--- src/rtl/fifo_page_replacement_unit_assert.svh ---
// Assertion macros for the page replacement unit
`ifndef FIFO_PAGE_REPLACEMENT_UNIT_ASSERT_SVH
`define FIFO_PAGE_REPLACEMENT_UNIT_ASSERT_SVH

// antecedent implies consequent in the same cycle
`define FPRU_ASSERT_SAME(label, clk, rst_n, ante, cons, msg) \
	label: assert property (@(posedge clk) disable iff (!rst_n) (ante) |-> (cons)) \
		else $error(msg);

// antecedent implies consequent in the next cycle
`define FPRU_ASSERT_NEXT(label, clk, rst_n, ante, cons, msg) \
	label: assert property (@(posedge clk) disable iff (!rst_n) (ante) |=> (cons)) \
		else $error(msg);

`endif

--- src/rtl/fpru_pkg.sv ---
package fpru_pkg;

	localparam int IN_DATA_W  = 8;
	localparam int OUT_DATA_W = 32;
	localparam int CFG_W      = 4;
	localparam int FAULT_W    = 16;
	localparam int FIDX_W     = 3;
	localparam int EPAGE_W    = 8;

	localparam logic [CFG_W-1:0]   CFG_RESET = 4'd4;
	localparam logic [FAULT_W-1:0] FAULT_MAX = 16'hFFFF;

	typedef enum logic [2:0] {
		ST_IDLE,
		ST_SCAN,
		ST_DRAIN,
		ST_COMMIT
	} state_t;

	typedef struct packed {
		logic start;
		logic scan;
		logic commit;
	} cmd_t;

	typedef struct packed {
		logic last_issue;
		logic out_free;
	} status_t;

endpackage

--- src/rtl/fpru_ctrl.sv ---
module fpru_ctrl (
	input  logic             clk,
	input  logic             arst_n,
	input  logic             s_tvalid,
	output logic             s_tready,
	input  fpru_pkg::status_t sts,
	output fpru_pkg::cmd_t   cmd,
	output fpru_pkg::state_t state
);

	fpru_pkg::state_t state_q;
	fpru_pkg::state_t state_nxt;

	always_ff @(posedge clk or negedge arst_n) begin
		if (!arst_n) begin
			state_q <= fpru_pkg::ST_IDLE;
		end else begin
			state_q <= state_nxt;
		end
	end

	always_comb begin
		state_nxt  = state_q;
		s_tready   = 1'b0;
		cmd.start  = 1'b0;
		cmd.scan   = 1'b0;
		cmd.commit = 1'b0;
		case (state_q)
			fpru_pkg::ST_IDLE: begin
				s_tready = 1'b1;
				if (s_tvalid) begin
					cmd.start = 1'b1;
					state_nxt = fpru_pkg::ST_SCAN;
				end
			end
			fpru_pkg::ST_SCAN: begin
				cmd.scan = 1'b1;
				if (sts.last_issue) begin
					state_nxt = fpru_pkg::ST_DRAIN;
				end
			end
			fpru_pkg::ST_DRAIN: begin
				state_nxt = fpru_pkg::ST_COMMIT;
			end
			fpru_pkg::ST_COMMIT: begin
				if (sts.out_free) begin
					cmd.commit = 1'b1;
					state_nxt  = fpru_pkg::ST_IDLE;
				end
			end
			default: begin
				state_nxt = fpru_pkg::ST_IDLE;
			end
		endcase
	end

	assign state = state_q;

endmodule

--- src/rtl/fpru_dp.sv ---
module fpru_dp #(
	parameter int FRAMES    = 8,
	parameter int PAGE_BITS = 8,
	parameter int AGE_BITS  = 16
) (
	input  logic                              clk,
	input  logic                              arst_n,
	input  fpru_pkg::cmd_t                    cmd,
	input  logic                              cfg_we,
	input  logic [fpru_pkg::CFG_W-1:0]        cfg_wdata,
	input  logic [fpru_pkg::IN_DATA_W-1:0]    in_page,
	output fpru_pkg::status_t                 sts,
	output logic                              m_tvalid,
	input  logic                              m_tready,
	output logic [fpru_pkg::OUT_DATA_W-1:0]   m_tdata
);

	localparam int IDX_W = (FRAMES > 1) ? $clog2(FRAMES) : 1;
	localparam logic [IDX_W-1:0] LAST_IDX = IDX_W'(FRAMES - 1);

	logic [PAGE_BITS-1:0] page_mem [FRAMES];
	logic [AGE_BITS-1:0]  age_mem  [FRAMES];
	logic [FRAMES-1:0]    valid_q;

	logic [fpru_pkg::CFG_W-1:0] frames_in_use_q;
	logic [PAGE_BITS-1:0]       page_q;
	logic [IDX_W-1:0]           last_idx_q;
	logic [IDX_W-1:0]           rd_idx_q;

	logic                 vld_s1;
	logic                 valid_s1;
	logic [IDX_W-1:0]     idx_s1;
	logic [PAGE_BITS-1:0] page_s1;
	logic [AGE_BITS-1:0]  age_s1;

	logic                 hit_q;
	logic [IDX_W-1:0]     hit_idx_q;
	logic                 empty_q;
	logic [IDX_W-1:0]     empty_idx_q;
	logic [IDX_W-1:0]     max_idx_q;
	logic [AGE_BITS-1:0]  max_age_q;
	logic [PAGE_BITS-1:0] max_page_q;

	logic [fpru_pkg::FAULT_W-1:0] faults_q;
	logic [fpru_pkg::FAULT_W-1:0] faults_nxt;

	logic                                 m_tvalid_q;
	logic [fpru_pkg::OUT_DATA_W-1:0]      m_tdata_q;

	logic [PAGE_BITS+fpru_pkg::IN_DATA_W-1:0] in_page_ext;
	logic [fpru_pkg::CFG_W-1:0]               cfg_m1;
	logic [31:0]                              cfg_m1_ext;
	logic [IDX_W-1:0]                         last_idx;
	logic [IDX_W-1:0]                         slot;
	logic [IDX_W+fpru_pkg::FIDX_W-1:0]        slot_ext;
	logic                                     evicted;
	logic [PAGE_BITS+fpru_pkg::EPAGE_W-1:0]   ev_page_ext;
	logic [fpru_pkg::EPAGE_W-1:0]             ev_page;
	logic [AGE_BITS-1:0]                      age_inc;
	logic [fpru_pkg::OUT_DATA_W-1:0]          result;

	assign in_page_ext = {{PAGE_BITS{1'b0}}, in_page};
	assign cfg_m1      = frames_in_use_q - fpru_pkg::CFG_W'(1);
	assign cfg_m1_ext  = 32'(cfg_m1);

	always_comb begin
		if (frames_in_use_q == '0) begin
			last_idx = '0;
		end else if (32'(frames_in_use_q) > 32'(FRAMES)) begin
			last_idx = LAST_IDX;
		end else begin
			last_idx = cfg_m1_ext[IDX_W-1:0];
		end
	end

	always_ff @(posedge clk or negedge arst_n) begin
		if (!arst_n) begin
			frames_in_use_q <= fpru_pkg::CFG_RESET;
		end else if (cfg_we) begin
			frames_in_use_q <= cfg_wdata;
		end
	end

	// request capture and scan address
	always_ff @(posedge clk) begin
		if (cmd.start) begin
			page_q     <= in_page_ext[PAGE_BITS-1:0];
			last_idx_q <= last_idx;
			rd_idx_q   <= '0;
		end else if (cmd.scan) begin
			rd_idx_q <= rd_idx_q + IDX_W'(1);
		end
	end

	assign sts.last_issue = (rd_idx_q == last_idx_q);
	assign sts.out_free   = !m_tvalid_q || m_tready;

	always_ff @(posedge clk or negedge arst_n) begin
		if (!arst_n) begin
			vld_s1 <= 1'b0;
		end else begin
			vld_s1 <= cmd.scan;
		end
	end

	always_ff @(posedge clk) begin
		valid_s1 <= valid_q[rd_idx_q];
		idx_s1   <= rd_idx_q;
		page_s1  <= page_mem[rd_idx_q];
	end

	assign age_inc = (age_s1 == '1) ? age_s1 : age_s1 + AGE_BITS'(1);

	// age memory: read at the scan address, written by the aging scan or the load
	always_ff @(posedge clk) begin
		age_s1 <= age_mem[rd_idx_q];
		if (vld_s1 && valid_s1) begin
			age_mem[idx_s1] <= age_inc;
		end else if (cmd.commit && !hit_q) begin
			age_mem[slot] <= '0;
		end
	end

	always_ff @(posedge clk) begin
		if (cmd.commit && !hit_q) begin
			page_mem[slot] <= page_q;
		end
	end

	always_ff @(posedge clk) begin
		if (cmd.start) begin
			hit_q   <= 1'b0;
			empty_q <= 1'b0;
		end else if (vld_s1) begin
			if (valid_s1 && page_s1 == page_q && !hit_q) begin
				hit_q     <= 1'b1;
				hit_idx_q <= idx_s1;
			end
			if (!valid_s1 && !empty_q) begin
				empty_q     <= 1'b1;
				empty_idx_q <= idx_s1;
			end
			if (idx_s1 == '0 || age_s1 > max_age_q) begin
				max_idx_q  <= idx_s1;
				max_age_q  <= age_s1;
				max_page_q <= page_s1;
			end
		end
	end

	assign slot    = hit_q ? hit_idx_q : (empty_q ? empty_idx_q : max_idx_q);
	assign evicted = !hit_q && !empty_q;

	always_ff @(posedge clk or negedge arst_n) begin
		if (!arst_n) begin
			valid_q <= '0;
		end else if (cmd.commit && !hit_q) begin
			valid_q[slot] <= 1'b1;
		end
	end

	always_comb begin
		faults_nxt = faults_q;
		if (!hit_q && faults_q != fpru_pkg::FAULT_MAX) begin
			faults_nxt = faults_q + fpru_pkg::FAULT_W'(1);
		end
	end

	always_ff @(posedge clk or negedge arst_n) begin
		if (!arst_n) begin
			faults_q <= '0;
		end else if (cmd.commit) begin
			faults_q <= faults_nxt;
		end
	end

	assign slot_ext    = {{fpru_pkg::FIDX_W{1'b0}}, slot};
	assign ev_page_ext = {{fpru_pkg::EPAGE_W{1'b0}}, max_page_q};
	assign ev_page     = evicted ? ev_page_ext[fpru_pkg::EPAGE_W-1:0] : '0;

	assign result = {3'b000, faults_nxt, ev_page, evicted,
		slot_ext[fpru_pkg::FIDX_W-1:0], hit_q};

	always_ff @(posedge clk or negedge arst_n) begin
		if (!arst_n) begin
			m_tvalid_q <= 1'b0;
		end else if (cmd.commit) begin
			m_tvalid_q <= 1'b1;
		end else if (m_tready) begin
			m_tvalid_q <= 1'b0;
		end
	end

	always_ff @(posedge clk) begin
		if (cmd.commit) begin
			m_tdata_q <= result;
		end
	end

	assign m_tvalid = m_tvalid_q;
	assign m_tdata  = m_tdata_q;

endmodule

--- src/rtl/fifo_page_replacement_unit.sv ---
// FIFO page replacement unit. Each request on the slave stream is one page
// reference; one result per reference comes out on the master stream. The
// frames taking part are set by the 4-bit frames_in_use register (0 acts as
// 1, values above FRAMES act as FRAMES); the user must write it only while
// idle, the block does not enforce this. Page and age memories are scanned
// one frame per cycle, then a drain state drains the registered read and a
// commit state commits the load and loads the output register. Commit waits
// while the output register holds a result not yet taken by m_tready. The
// next request is taken the cycle after commit, even while the previous
// result still waits on m_tready; no new request is accepted before the
// previous one has been committed.
module fifo_page_replacement_unit #(
	parameter int FRAMES    = 8,
	parameter int PAGE_BITS = 8,
	parameter int AGE_BITS  = 16
) (
	input  logic                            clk,
	input  logic                            arst_n,
	input  logic                            cfg_we,
	input  logic [fpru_pkg::CFG_W-1:0]      cfg_wdata,    // frames_in_use
	input  logic                            s_tvalid,
	output logic                            s_tready,
	input  logic [fpru_pkg::IN_DATA_W-1:0]  s_tdata,      // [7:0] page
	output logic                            m_tvalid,
	input  logic                            m_tready,
	// [0] hit, [3:1] frame_index, [4] evicted_valid, [12:5] evicted_page,
	// [28:13] fault_count, [31:29] zero
	output logic [fpru_pkg::OUT_DATA_W-1:0] m_tdata
);

	`include "fifo_page_replacement_unit_assert.svh"

	fpru_pkg::cmd_t    cmd;
	fpru_pkg::status_t sts;
	fpru_pkg::state_t  state;

	fpru_ctrl u_ctrl (
		.clk      (clk),
		.arst_n   (arst_n),
		.s_tvalid (s_tvalid),
		.s_tready (s_tready),
		.sts      (sts),
		.cmd      (cmd),
		.state    (state)
	);

	fpru_dp #(
		.FRAMES    (FRAMES),
		.PAGE_BITS (PAGE_BITS),
		.AGE_BITS  (AGE_BITS)
	) u_dp (
		.clk       (clk),
		.arst_n    (arst_n),
		.cmd       (cmd),
		.cfg_we    (cfg_we),
		.cfg_wdata (cfg_wdata),
		.in_page   (s_tdata),
		.sts       (sts),
		.m_tvalid  (m_tvalid),
		.m_tready  (m_tready),
		.m_tdata   (m_tdata)
	);

	`FPRU_ASSERT_NEXT(a_no_accept_after_accept, clk, arst_n, s_tvalid && s_tready, !s_tready, "request accepted while previous one in flight")
	`FPRU_ASSERT_SAME(a_commit_needs_room, clk, arst_n, cmd.commit, sts.out_free, "commit with output register occupied")
	`FPRU_ASSERT_SAME(a_result_from_commit, clk, arst_n, $rose(m_tvalid), $past(state) == fpru_pkg::ST_COMMIT, "result appeared without commit")

endmodule
--- config.mk ---
export PLATFORM = sky130hd
export DESIGN_NAME = fifo_page_replacement_unit
export DESIGN_NICKNAME = d
export VERILOG_FILES = /design/src/rtl/fpru_pkg.sv /design/src/rtl/fpru_ctrl.sv /design/src/rtl/fpru_dp.sv /design/src/rtl/fifo_page_replacement_unit.sv
export VERILOG_INCLUDE_DIRS = /design/src /design/src/rtl
export SDC_FILE = /design/constraint.sdc
export NUM_CORES = 1
export LEC_CHECK = 0
export ABC_AREA = 1
export BUFFER_PORTS_ARGS = -buffer_cell sky130_fd_sc_hd__buf_2
export CELL_PAD_IN_SITES_DETAIL_PLACEMENT = 1
export CELL_PAD_IN_SITES_GLOBAL_PLACEMENT = 1
export CORE_ASPECT_RATIO = 2
export CORE_MARGIN = 8
export CORE_UTILIZATION = 40
export CTS_CLUSTER_DIAMETER = 150
export DETAILED_ROUTE_END_ITERATION = 10
export PLACE_DENSITY = 0.62
export SLEW_MARGIN = 20
export SYNTH_ARGS = -nofsm -noshare
export SYNTH_HDL_FRONTEND = slang
export SYNTH_SLANG_ARGS = --single-unit
export TNS_END_PERCENT = 20
--- constraint.sdc ---
create_clock -name clk -period 3.44 [get_ports clk]
set_clock_uncertainty 0.1 [all_clocks]
set_input_delay 0.688 -clock clk [delete_from_list [all_inputs] [get_ports clk]]
set_output_delay 0.688 -clock clk [all_outputs]
set_load 0.05 [all_outputs]
==> flow_summary.yaml, run 1 <==
outcome:
  status: "completed"
sta:
  setup_ws_ps: 886.5
  fin_setup_tns_ps: 0
  worstMarginPinSlew_ps: 1028
  finalHoldViolCount: 0
  relSlewSlack: 0.3145
  slew_violations: 0
  whs_ps: 129.8
  period_share: 0.7423
  rsz0062_at_grt: "no"
  fin_crit_ps: 2554
  clock.fmax_ghz: 0.3916
  setup_viol: 0
clock_tree:
  cts.sinks: 330
  cts-htree-levels: 1
  path_clk_slew_ps: 70
  cts_tree: "built"
  clockBufferDepth: 3
  clockRootBuffer: "clkbuf_16"
  cts_buffers: 30
  insertion_delay_ps: 560
  cts_setup_buffers: 0
  ctsResizeCount: 0
  cts_hold_buf: 0
run:
  maxCapViolCount: 0
detailed_routing:
  routed_wirelength_um: 32990
  drt-vias-per-instance: 5.066
  drtAntennaViolNets: 0
  dr.pass1.iters: 4
  drc: 0
  wl_per_cell_um: 18.94
  first_iter_violations: 395
  vias: 8825
layout:
  mostFrequentLayoutCell: "edfxtp_1"
  antennaDiodeCount: 0
  mostFrequentLayoutCells: "edfxtp_1 (265), nand2_1 (240), nor2_1 (159)"
  nNetsFinal: 1319
  layout-drive-gt1-share: 0.1199
  post-route-util: 0.4534
  syn_to_final_growth_pct: 12.85
worst_setup_path:
  worstPathCellList: "ha_1 > nand4_1 > nor2_1 > a21oi_1 > o21ai_0 > inv_1"
  cp_top_family: "simple AND/OR/NAND/NOR gates"
  critPathKind: "reg -> reg"
  cp_slowest_cell: "dfxtp_1"
  cpPeakStageDelay_ps: 460
  path_buf_inv: 1
  crit_arrival_ps: 2710
  worstPathRequired_ps: 3600
  cp_max_fo: 8
  critPathLaunchType: "flip-flop"
  endpoint_kind: "flip-flop"
floorplanning:
  die_w_um: 146.7
  dieArea_um2: 40670
  core_um2: 33990
  std_cell_rows: 96
  initial_core_util: 0.4018
  die_h_um: 277.3
  pin_count: 51
synth:
  synth-seq-area-share: 0.6898
  yosys.area.top_type: "edfxtp_1"
  syn_area_per_cell_um2: 11.23
  syn_area_um2: 13660
  yosys_warnings: 0
  synthCells: 1216
  synth-edff-count: 265
  yosys_most_used_dff: "edfxtp_1"
  synth_area_leaders: "edfxtp_1 (58%), nand2_1 (6.6%), dfrtp_1 (5.7%), dfxtp_1 (4.8%), o21ai_0 (4.8%)"
  ys_seq_elements: 330
  ys_types: 43
  synth-async-reset-ratio: 0.09697
  synth_top_area_frac: 0.5827
pwr:
  power_mw: 14.37
  peakVddDrop_uv: 505.5
  powerDensity_nw_per_um2: 932.4
  p_leak_nw: 5.941
global_route:
  antenna_found_initial: 1
  grt_max_degree: 101
  grt_pass1_wl_um: 52630
  grt_pass1_vias: 9389
  grt_overflow: 0
  grt.total_usage: 0.1626
worst_hold_path:
  min_path_type: "in -> async"
placed_design:
  dp_hpwl_um: 21860
  gp_congestion: 0.7868
  dpl_worst_slack_ps: 563.4
  port_buffers: 47
area by class of cell:
cell class                      count  area (um^2)
Fill cell                        3694        18580
Multi-Input combinational cell    746         3676
Inverter                           95        356.6
Timing Repair Buffer               75        445.4
Clock buffer                       36        794.5
Sequential cell                   330         9422
Clock inverter                     19        166.4
Tap cell                          441        551.8
routing by layer:
layer / share of wire / vias to the layer above / GRT usage
met2: 0.50 / 100 / 0.2834
li1: - / 4294 / -
met5: 0 / - / 0
met1: 0.44 / 4386 / 0.2071
met3: 0.030 / 45 / 0.01959
met4: 0.022 / 0 / 0.04781
cell usage after synthesis, types with 2 or more instances:
| cell | n |
|---|---|
| a31oi_1 | 3 |
| o22ai_1 | 52 |
| a21oi_1 | 21 |
| o21ai_0 | 132 |
| buf_2 | 10 |
| and2_1 | 2 |
| dfrtp_1 | 31 |
| or2_1 | 3 |
| nand2_2 | 21 |
| ha_1 | 24 |
| edfxtp_1 | 265 |
| clkbuf_1 | 25 |
| nand3_1 | 25 |
| xnor2_1 | 13 |
| inv_1 | 88 |
| inv_2 | 6 |
| o21ai_1 | 5 |
| buf_1 | 7 |
| buf_6 | 2 |
| dfxtp_1 | 33 |
| buf_4 | 3 |
| nor3_1 | 12 |
| nand2_1 | 240 |
| nor2_1 | 159 |
| nand4_1 | 6 |
| o21a_1 | 2 |
| nor2_4 | 2 |
| xor2_1 | 9 |
flip-flops by register name (all words and copies together) (netlist names), 16 cells and up:
signal	count
u_dp.m_tdata	29
u_dp.max_age_q	16
u_dp.page_mem	64
u_dp.faults_q	16
u_dp.age_s1	16
u_dp.age_mem	128
where the power goes:
group | leakage (nW) | switching [mW] | total [mW] | internal [mW]
clock | 0.471 | 1.45 | 3.31 | 1.86
sequential | 3.09 | 0.503 | 6.29 | 5.79
combinational | 2.38 | 3.53 | 4.77 | 1.24
total | 5.94 | 5.48 | 14.4 | 8.89
per-stage QoR:
| stage | cells | area (um^2) |
|---|---|---|
| 3_3_place_gp | 1687 | 14450 |
| 6_report | 1742 | 15410 |
| 4_1_cts | 1742 | 15410 |
| 3_5_place_dp | 1687 | 14450 |
| 5_1_grt | 1742 | 15410 |
| 2_1_floorplan | 1218 | 13660 |
cells by family after synthesis:
family / synth area share
and+or+nand+nor: 0.1435
DFF: 0.6898
AOI/OAI and AO/OA: 0.08850
buffers and inverters: 0.04187
adders and majority gates: 0.02199
xor gates and xnor gates: 0.01411
other: 0.0002746
final timing paths:
path,start,to,slack [ps],cells after the start
min reg2reg,u_dp.page_s1[2],u_dp.max_page_q[2],340,0
min in group clk,s_tdata[0],u_dp.page_q[0],200,1
max,u_dp.age_s1[0],u_dp.age_mem[5][14],890,6
min,arst_n,u_dp.faults_q[5],130,1
max reg2reg,u_dp.age_s1[0],u_dp.age_mem[5][14],890,6
max in group asynchronous,arst_n,u_dp.valid_q[7],2590,1
Note: power is estimated with default switching activity, not from simulation.
==> run 2, diff against run 1 <==
- ABC_AREA: 1 -> 0
- PLACE_DENSITY: 0.62 -> 0.59
- clock period: 3.44 -> 2.5 ns (I/O delays scaled with it)
==> run 2 against run 1 <==
Sequential cell count unchanged. Synthesized cell count down 35%. Die area down 2.1%. Core utilization up 2.8 points. Sequential share of layout area down 1.6 points. Clock-buffer cell count down 2. Largest power group unchanged. Combinational power up 51%. Design area up 2.8%. Total power up 44%. Register-to-register slack worse by 850 ps.
==> flow_summary.yaml, run 2 <==
layout:
  post-route-util: 0.4809
  antennaDiodeCount: 0
  finalInstanceArea_um2: 15840
  nNetsFinal: 968
  layout-drive-gt1-share: 0.2926
  syn_to_final_growth_pct: 18.72
  mostFrequentLayoutCell: "edfxtp_1"
  fin_cells: 1382
  largest-register: "u_dp.age_mem"
  n_fill_cell: 3206
  mostFrequentLayoutCells: "edfxtp_1 (265), buf_4 (72), mux4_2 (50)"
  largest_reg_flops: 128
global_route:
  antenna_found_initial: 0
  grt_pass1_wl_um: 48730
  grt.total_usage: 0.1588
  grt_overflow: 0
  grt_max_degree: 40
  grt_pass1_vias: 8289
synth:
  yosys.area.top_type: "edfxtp_1"
  synth_area_leaders: "edfxtp_1 (60%), mux4_2 (8.4%), dfrtp_1 (5.8%), dfxtp_1 (5.0%), mux2_2 (2.6%)"
  yosysMostFrequentCell: "edfxtp_1"
  yosys-top-cells-count: "edfxtp_1 (265), mux4_2 (50), nand2_1 (37)"
  yosys_most_used_dff: "edfxtp_1"
  synth-async-reset-ratio: 0.09697
  synth_top_area_frac: 0.5965
  synthCells: 790
  ys_types: 63
  syn_area_um2: 13340
  synth-seq-area-share: 0.7062
  ys_seq_elements: 330
  yosys_warnings: 0
  syn_area_per_cell_um2: 16.89
  synth-edff-count: 265
detailed_routing:
  dr.pass1.iters: 4
  drt-vias-per-instance: 5.342
  wl_per_cell_um: 22.83
  routed_wirelength_um: 31560
  drtAntennaViolNets: 0
  first_iter_violations: 294
  drc: 0
  vias: 7383
placed_design:
  dp_hpwl_um: 21750
  dpl_cell_area_um2: 14690
  gp_congestion: 0.8402
  dpl_worst_slack_ps: -443.8
  port_buffers: 47
  dp.cells: 1317
pwr:
  p_leak_nw: 5.650
  peakVddDrop_uv: 801.3
  powerDensity_nw_per_um2: 1304
run:
  maxCapViolCount: 0
clock_tree:
  cts.sinks: 330
  path_clk_slew_ps: 70
  clockRootBuffer: "clkbuf_16"
  clockBufferDepth: 3
  cts_buffers: 29
  insertion_delay_ps: 570
  cts_tree: "built"
  cts-htree-levels: 1
sta:
  period_share: 0.9841
  relSlewSlack: 0.4289
  rsz0062_at_grt: "no"
  fin_crit_ps: 2460
  setup_ws_ps: 39.70
  finalHoldViolCount: 0
  clock.fmax_ghz: 0.4065
  setup_viol: 0
  slew_violations: 0
  worstMarginPinSlew_ps: 856.6
worst_setup_path:
  crit_arrival_ps: 2680
  critPathKind: "reg -> reg"
  cp_max_fo: 8
  endpoint_kind: "flip-flop"
  worstPathRequired_ps: 2720
  critPathLaunchType: "flip-flop"
floorplanning:
  die_w_um: 145.1
  core_um2: 32930
  std_cell_rows: 94
  die_h_um: 274.3
  pin_count: 51
  initial_core_util: 0.4051
  dieArea_um2: 39810
outcome:
  status: "completed"
worst_hold_path:
  min_path_type: "in -> reg"
[run 2: cells by family after synthesis]
logic type	Yosys count	synth area share
flip-flops	330	0.7062
multiplexers	91	0.1185
buffers and inverters	66	0.02129
adder cells (fa/ha/maj)	24	0.02251
XOR/XNOR	38	0.02495
other	1	0.0002811
AO/OA/AOI/OAI	71	0.03620
AND/OR/NAND/NOR	169	0.07016
[run 2: layer usage]
| layer | GRT usage | part of all wire |
|---|---|---|
| met5 | 0 | 0 |
| met4 | 0.05811 | 0.026 |
| met3 | 0.01965 | 0.025 |
| met2 | 0.3247 | 0.59 |
| met1 | 0.1580 | 0.36 |
[run 2: repair_timing]
item / in CTS / in global routing
setup buffers: 4 / 1
hold endpoints to repair: 35 / 0
pin swaps: 4 / 1
resized for setup: 8 / 0
setup endpoints to repair: 42 / 29
gates cloned: 1 / 0
hold buffers: 5 / 0
[run 2: power by group]
part	switching, mW	internal, mW
Sequential	0.646	8.07
Clock	2.02	2.70
Combinational	4.29	2.93
Total	6.96	13.7
[run 2: layout make-up]
type | instances | area (um^2) | share of cell area
flip-flops and latches | 330 | 9425 | 0.5951
multi-input cells | 397 | 3697 | 0.2334
repair buffers | 136 | 1049 | 0.06620
clock buffers | 34 | 754.5 | 0.04764
well taps | 432 | 540.5 | 0.03413
clock inverters | 20 | 247.7 | 0.01564
inverters | 33 | 123.9 | 0.007821
[run 2: metrics by stage]
stage	power, mW	hold WS, ps	TNS, ps
floorplan	13.04	104.4	-17060
global placement	15.61	340.5	-8952
detailed placement	16.01	341.0	-12740
CTS	20.97	0.5362	0
global route	21.67	2.350	0
finish	20.65	29.22	0
[run 2: path summary, 6_finish.rpt]
| path | startpoint | end | slack [ps] | cells after the start |
|---|---|---|---|---|
| min | s_tdata[3] | u_dp.page_q[3] | 30 | 1 |
| max | u_dp.max_age_q[11] | u_dp.max_page_q[7] | 40 | 8 |
| min reg2reg | u_dp.page_s1[2] | u_dp.max_page_q[2] | 370 | 0 |
| min in group asynchronous | arst_n | u_dp.valid_q[5] | 480 | 2 |
| max reg2reg | u_dp.max_age_q[11] | u_dp.max_page_q[7] | 40 | 8 |
| max in group asynchronous | arst_n | u_dp.valid_q[6] | 1280 | 2 |
[run 2: critical path, stage by stage (launching register included)]
cell      delay, ps
edfxtp_1        350
inv_1            60
ha_1            330
nand4_1         170
or4_4           550
o311ai_1        240
buf_4           190
a31oi_4          40
buf_6           170
